[src/wrhs_pkg.sv]
// wrhs_pkg: shared constants, types and controller/datapath bundles
// for the water ripple height field block
// no dependencies
package wrhs_pkg;

  // grid geometry
  localparam int GRID_SIDE  = 128;
  localparam int CELLS      = GRID_SIDE * GRID_SIDE;
  localparam int ADDR_W     = $clog2(CELLS);
  localparam int CRD_W      = $clog2(GRID_SIDE);

  // field widths
  localparam int COORD_W    = 7;
  localparam int HEIGHT_W   = 16;
  localparam int SHIFT_W    = 4;
  localparam int FUNC_W     = 2;
  localparam int IN_DATA_W  = 32;
  localparam int OUT_DATA_W = 16;

  // damping shift after reset
  localparam logic [SHIFT_W-1:0] DAMP_RESET = SHIFT_W'(6);

  // step streaming: window spans one row above to one row below the cell
  localparam int WIN_DEPTH  = 2 * GRID_SIDE + 1;
  localparam int STREAM_LEN = CELLS + 2 * GRID_SIDE;
  localparam int CNT_W      = $clog2(STREAM_LEN + 1);

  typedef enum logic [FUNC_W-1:0] {
    FUNC_STEP  = 2'd0,
    FUNC_SPAWN = 2'd1,
    FUNC_READ  = 2'd2
  } func_t;

  // order in which a spawn visits its five cells
  typedef enum logic [2:0] {
    TAP_CENTER,
    TAP_RIGHT,
    TAP_LEFT,
    TAP_DOWN,
    TAP_UP
  } tap_t;

  typedef enum logic [3:0] {
    ST_CLEAR,
    ST_IDLE,
    ST_STEP_RUN,
    ST_STEP_DRAIN,
    ST_SPAWN,
    ST_SPAWN_WB,
    ST_READ,
    ST_READ_WAIT,
    ST_FINISH
  } state_t;

  // controller -> datapath
  typedef struct packed {
    logic clear_en;
    logic accept;
    logic step_issue;
    logic step_flip;
    logic spawn_issue;
    logic read_issue;
    logic read_capture;
    logic result_load;
  } cmd_t;

  // datapath -> controller
  typedef struct packed {
    logic clear_last;
    logic stream_last;
    logic pipe_busy;
    logic spawn_last;
    logic out_free;
  } status_t;

endpackage

[src/wrhs_ctrl.sv]
// wrhs_ctrl: sequencer for clear, step, spawn and read operations
// depends on wrhs_pkg
module wrhs_ctrl (
  input  logic                clk,
  input  logic                rst_n,
  input  logic                in_tvalid,
  input  wrhs_pkg::func_t     in_func,
  output logic                in_tready,
  output wrhs_pkg::cmd_t      cmd_o,
  input  wrhs_pkg::status_t   status_i
);

  wrhs_pkg::state_t state_r;
  wrhs_pkg::state_t state_nxt;

  always_ff @(posedge clk) begin
    if (!rst_n) begin
      state_r <= wrhs_pkg::ST_CLEAR;
    end else begin
      state_r <= state_nxt;
    end
  end

  always_comb begin
    state_nxt = state_r;
    cmd_o     = '0;
    in_tready = 1'b0;
    case (state_r)
      wrhs_pkg::ST_CLEAR: begin
        cmd_o.clear_en = 1'b1;
        if (status_i.clear_last) begin
          state_nxt = wrhs_pkg::ST_IDLE;
        end
      end
      wrhs_pkg::ST_IDLE: begin
        in_tready = 1'b1;
        if (in_tvalid) begin
          cmd_o.accept = 1'b1;
          case (in_func)
            wrhs_pkg::FUNC_STEP:  state_nxt = wrhs_pkg::ST_STEP_RUN;
            wrhs_pkg::FUNC_SPAWN: state_nxt = wrhs_pkg::ST_SPAWN;
            wrhs_pkg::FUNC_READ:  state_nxt = wrhs_pkg::ST_READ;
            default:              state_nxt = wrhs_pkg::ST_FINISH;
          endcase
        end
      end
      wrhs_pkg::ST_STEP_RUN: begin
        cmd_o.step_issue = 1'b1;
        if (status_i.stream_last) begin
          state_nxt = wrhs_pkg::ST_STEP_DRAIN;
        end
      end
      wrhs_pkg::ST_STEP_DRAIN: begin
        if (!status_i.pipe_busy) begin
          cmd_o.step_flip = 1'b1;
          state_nxt       = wrhs_pkg::ST_FINISH;
        end
      end
      wrhs_pkg::ST_SPAWN: begin
        cmd_o.spawn_issue = 1'b1;
        if (status_i.spawn_last) begin
          state_nxt = wrhs_pkg::ST_SPAWN_WB;
        end
      end
      wrhs_pkg::ST_SPAWN_WB: begin
        // last read-modify-write lands this cycle
        state_nxt = wrhs_pkg::ST_FINISH;
      end
      wrhs_pkg::ST_READ: begin
        cmd_o.read_issue = 1'b1;
        state_nxt        = wrhs_pkg::ST_READ_WAIT;
      end
      wrhs_pkg::ST_READ_WAIT: begin
        cmd_o.read_capture = 1'b1;
        state_nxt          = wrhs_pkg::ST_FINISH;
      end
      wrhs_pkg::ST_FINISH: begin
        if (status_i.out_free) begin
          cmd_o.result_load = 1'b1;
          state_nxt         = wrhs_pkg::ST_IDLE;
        end
      end
      default: begin
        state_nxt = wrhs_pkg::ST_IDLE;
      end
    endcase
  end

  // one item at a time: an accepted word always leaves idle
  a_accept_leaves_idle: assert property (@(posedge clk) disable iff (!rst_n)
    cmd_o.accept |=> !in_tready)
    else $error("input accepted twice in a row");

  // a result is never loaded while the previous state was the clear state
  a_load_from_finish: assert property (@(posedge clk) disable iff (!rst_n)
    cmd_o.result_load |-> $past(state_r) != wrhs_pkg::ST_CLEAR)
    else $error("result produced right after clear");

endmodule

[config.mk]
export PLATFORM = sky130hd
export DESIGN_NAME = wrhs_ctrl
export DESIGN_NICKNAME = d
export VERILOG_FILES = /design/src/wrhs_pkg.sv /design/src/wrhs_ctrl.sv
export SDC_FILE = /design/constraint.sdc
export NUM_CORES = 1
export LEC_CHECK = 0
export ABC_AREA = 1
export BUFFER_PORTS_ARGS = -buffer_cell sky130_fd_sc_hd__buf_2
export CAP_MARGIN = 20
export CORE_AREA = 2 2 39 41
export CTS_CLUSTER_DIAMETER = 60
export DETAILED_ROUTE_END_ITERATION = 12
export DIE_AREA = 0 0 41 43
export PLACE_DENSITY = 0.72
export RECOVER_POWER = 50
export REMOVE_ABC_BUFFERS = 1
export SLEW_MARGIN = 10
export SYNTH_ARGS = -nofsm -noshare
export SYNTH_HDL_FRONTEND = slang
export SYNTH_SLANG_ARGS = --single-unit
[constraint.sdc]
create_clock -name clk -period 1.5 [get_ports clk]
set_clock_uncertainty 0.15 [all_clocks]
set_input_delay 0.15 -clock clk [delete_from_list [all_inputs] [get_ports clk]]
set_output_delay 0.15 -clock clk [all_outputs]
set_load 0.005 [all_outputs]
**Word level (Yosys, flattened, before mapping)**

Index checks and enable logic that the tools add are counted.

- Reductions and logical operators: 4
- Eq/ne operators: 16
- Multiplexer cells: 20

Operators by type and width:

| operator | count |
|---|---|
| one-hot mux 4 bit (8 select lines) | 1 |
| 2-to-1 mux 4 bit | 6 |
| == test 4 x 3 -> 1 bit, second input constant | 4 |
| 2-to-1 mux 1 bit | 12 |
| != test 2 bit, second input constant | 6 |
| one-hot mux 4 bit (3 select lines) | 1 |
| == test 4 x 2 -> 1 bit, second input constant | 2 |
| AND reduction 6 bit | 1 |
| == test 4 x 1 -> 1 bit, second input constant | 1 |
| == test 4 bit, second input constant | 1 |
| zero test 4 bit | 1 |
| == test 2 x 1 -> 1 bit, second input constant | 1 |
| == test 2 bit, second input constant | 1 |
| zero test 2 bit | 1 |
| OR reduction 2 bit | 1 |

- Input bits: 10
- Output and inout port bits: 9
- Register bits: 4
- Logic and storage cells: 41

**Depth between registers and ports, before layout**

- Depth after elaboration: 4
- Depth in mapped cells: 9
- Mapped depth without buffers: 9

**Least setup slack after synthesis**

OpenSTA, ideal clock, no wires.

- Path kind: reg-to-reg
- Start point: reg state_r[0]
- End point: reg state_r[3]
- Setup slack: 0.271 ns
- Arrival: 0.966 ns
- Stages on the path, launching flop included: 8
- Buffers on the path: 0
- Required time: 1.237 ns
- Library setup time: 0.113 ns
- Cells stage by stage: dfxtp_1 nor2_2 nand3b_1 nand2_1 nor2_2 nand3_1 nand2_1 nor2_1

- Word-level cells in the longest chain between the ends: 3
- Elaborated cells on any way between the ends: 18
- Those cells by class: eq/ne (14); mux (1); reduce/logical (3)

Ends and longest elaborated chain:

| item | RTL line | source |
|---|---|---|
| start: declaration | wrhs_ctrl.sv:13 | `wrhs_pkg::state_t state_r;` |
| start signal: assignment | wrhs_ctrl.sv:18 | `state_r <= wrhs_pkg::ST_CLEAR;` |
| start signal: assignment | wrhs_ctrl.sv:20 | `state_r <= state_nxt;` |
| == test 4 x 3 -> 1 bit, or another cell as far along | wrhs_ctrl.sv:28 | `case (state_r)` |
| OR reduction 2 bit (no source line) or != test 2 bit (tied branches) | -- |  |
| one-hot mux 4 bit (8 select lines) or AND reduction 6 bit (tied branches) | -- |  |

Parallel ways exist; a longest one is shown, timed or not.
A chain may end at the register's enable or synchronous reset.

**Worst setup path after layout**

Ends and elaborated chain as after synthesis.

==> summary.txt <==
Initial DRC Count -> 11
Largest Register -> state_r
Biggest regs -> state_r: 4 flops
Critical Path Source Type -> flip-flop
CTS buffer count -> 3
P&R area growth vs syn -> 41.67%
Post-DP HPWL -> 1.011 mm
Initial antenna violation count -> 0
Worst hold path class -> primary input to flip-flop
Std-Cell Rows -> 14
Vias in the first global route -> 461
Yosys warns -> 0
Reg2reg path depth -> 8
Leakage -> 0.0003940 uW
Synth cell types -> 18
Die height -> 43 um
Sequential share of the synthesized area -> 17.20%
Share of layout cells above drive strength 1 -> 46.15%
Core area -> 1384 sq um
Mapped Area -> 465.4 sq um
Top layer in use -> met3
Antenna viol nets, final -> 0
Clk sinks -> 4
Maximum vdd drop -> 0.8178 mV
Stages on worst setup path -> 8
Total GRT Usage -> 15.06%
M1 wire length -> 531 um
Crit end category -> flip-flop
Clock Path Buffers -> 2
Number of diodes -> 0
Via count -> 560
P per Cell Area -> 1687 nW/um^2
Layout net count -> 119
Grt ovf -> 0
Buf/Inv on CP -> 2
Setup crit end -> state_r[3]$_SDFFE_PN0P_
Final Setup Violations -> 0
Fin. Hold Viols -> 0
Gate Count Post-Synth -> 79
Max incr delay on CP -> 0.37 ns
Placed cell area -> 583.1 sq um
Yosys top cell area share -> 17.20%
Vias per cell -> 4.667
CP required -> 1.47 ns
Initial Util -> 33.63%
FF-to-FF Start -> state_r[0]$_SDFFE_PN0P_
Power Total -> 1113 uW
Number of iterations in the first detailed-routing pass -> 5
Slew @ Worst Pin -> 0.2491 ns
DRC viols -> 0
Setup ws final -> 0.01285 ns
Non-Filler Cell Area, Final -> 659.4 sq um
Horiz. Die Dim -> 41 um
CTS Root Cell -> clkbuf_4
Fin cells -> 120
Average cell area after synthesis -> 5.892 sq um
Crit-path slowest cell -> dfxtp_4
Max reg flops -> 4
Clock latency at the later pin of the worst-skew pair -> 0.24 ns
Worst hold path cell count -> 3
Critical Path AT -> 1.46 ns
Ordered list of cells on the worst path -> nor2_4 > buf_4 > buf_4 > nand4_1 > nand3_2 > nor2_4 > nor2_1 > nor2_1
Number of hold buffers added after CTS -> 0
Global-route wire length before repair -> 1.766 mm
Crit path launch -> state_r[0]$_SDFFE_PN0P_
Hold wc startpoint -> rst_n
H-tree levels -> 1
FMAX -> 672.4 MHz
Placed cells -> 114
Routed len/inst -> 11.59 um
R2R setup slack -> 0.01 ns
Ports -> 19
Met2 wire len -> 774 um
Slew Limit Headroom -> 83.33%
DP Worst Slack -> 0.08916 ns
RSZ-0062 raised after global routing -> true
Met3 wire length -> 85 um
Max-slew violations -> 0
Largest net degree at the start of global routing -> 8
Maxcap violations -> 0
Status -> finished, final reports clean
Final WL -> 1.391 mm
Post-Route Setup TNS -> 0 ns
Clock slew at reported path FFs -> 0.04 ns
Die ar. -> 1763 sq um
Port bufs -> 18
Seq cells post-synth -> 4
CTS tree -> done
Largest cells by area after synthesis -> dfxtp_1, nor2_1, inv_1, nand2_1, nand3_2
R2r endpoint -> state_r[3]$_SDFFE_PN0P_
Period utilization -> 99.14%
CP Max Fanout -> 7
Area leader, netlist -> dfxtp_1
CP Class -> flip-flop to flip-flop
Gp weighted congestion -> 0.8515
Largest delay contributor family on the critical path -> simple AND/OR/NAND/NOR gates
Min Tclk post-route -> 1.487 ns
## power by group
part	internal, uW	switching, uW
registers	164	74.9
logic	305	435
clock network	89.5	44.8
total	558	554
## Yosys cell counts (all sizes together)
cell and count:
nand4 1, nor2 25, nor3 1, ha 3
nand2 14, nand3 10, inv 16, nand3b 1
clkinv 1, nor4 1, o21ai 1, o21bai 1
dfxtp 4
## timing repair
action                     4_1_cts  5_1_grt
gates cloned                     0        0
setup endpoints to repair        4       12
pin swaps                        1        3
setup buffers                    0        3
gates resized for setup          3       11
## final cells by class
| type | count | area (sq um) |
|---|---|---|
| Clock buffer | 3 | 22.52 |
| Fill cell | 147 | 724.4 |
| Inverter | 17 | 63.81 |
| Multi-Input combinational cell | 58 | 340.3 |
| Sequential cell | 4 | 92.59 |
| Tap cell | 16 | 20.02 |
| Timing Repair Buffer | 22 | 120.1 |
## metal layers
metal	up-vias	track usage, %
li1	291	-
met1	244	14.15
met2	25	27.50
met3	0	6.283
met4	0	4.000
met5	-	0
## layout by cell type (no fill, tap or decap)
master / count
buf_2: 18
buf_4: 4
clkbuf_4: 3
clkinv_1: 1
dfxtp_2: 1
dfxtp_4: 3
ha_1: 3
inv_1: 11
inv_2: 5
nand2_1: 11
nand2_2: 3
nand3_1: 6
nand3_2: 4
nand3b_1: 1
nand4_1: 1
nor2_1: 19
nor2_2: 2
nor2_4: 4
nor3_1: 1
nor4_2: 1
o21ai_0: 1
o21bai_1: 1
## through the flow
stage | utilization, % | hold slack, ns
final | 47.65 | 0.01391
after global placement | 42.13 | 0.2625
after detailed placement | 42.13 | 0.2665
after floorplan | - | 0.1207
after CTS | 44.39 | 0.007804
after global routing | 47.65 | 0.01987
## worst register-to-register path, stage by stage, from the launching register on
cell,delay (ns)
dfxtp_4,0.37
nor2_4,0.12
buf_4,0.14
buf_4,0.10
nand4_1,0.16
nand3_2,0.15
nor2_4,0.05
nor2_1,0.09
nor2_1,0.05
## cell families after synthesis
group	count (synthesis)	synth area share, %
and+or+nand+nor	53	58.34
adders and majority gates	3	8.065
AOI/OAI and AO/OA	2	2.688
DFF	4	17.20
buffers and inverters	17	13.71
## worst min-delay path by stage
stage / endpoint / slack (ns)
after floorplan: state_r[2]$_SDFFE_PN0P_ / 0.12
after global routing: state_r[0]$_SDFFE_PN0P_ / 0.02
after CTS: state_r[1]$_SDFFE_PN0P_ / 0.008
after detailed placement: state_r[2]$_SDFFE_PN0P_ / 0.27
final: state_r[1]$_SDFFE_PN0P_ / 0.01
after global placement: state_r[1]$_SDFFE_PN0P_ / 0.26
(Power assumes the default switching activity.)
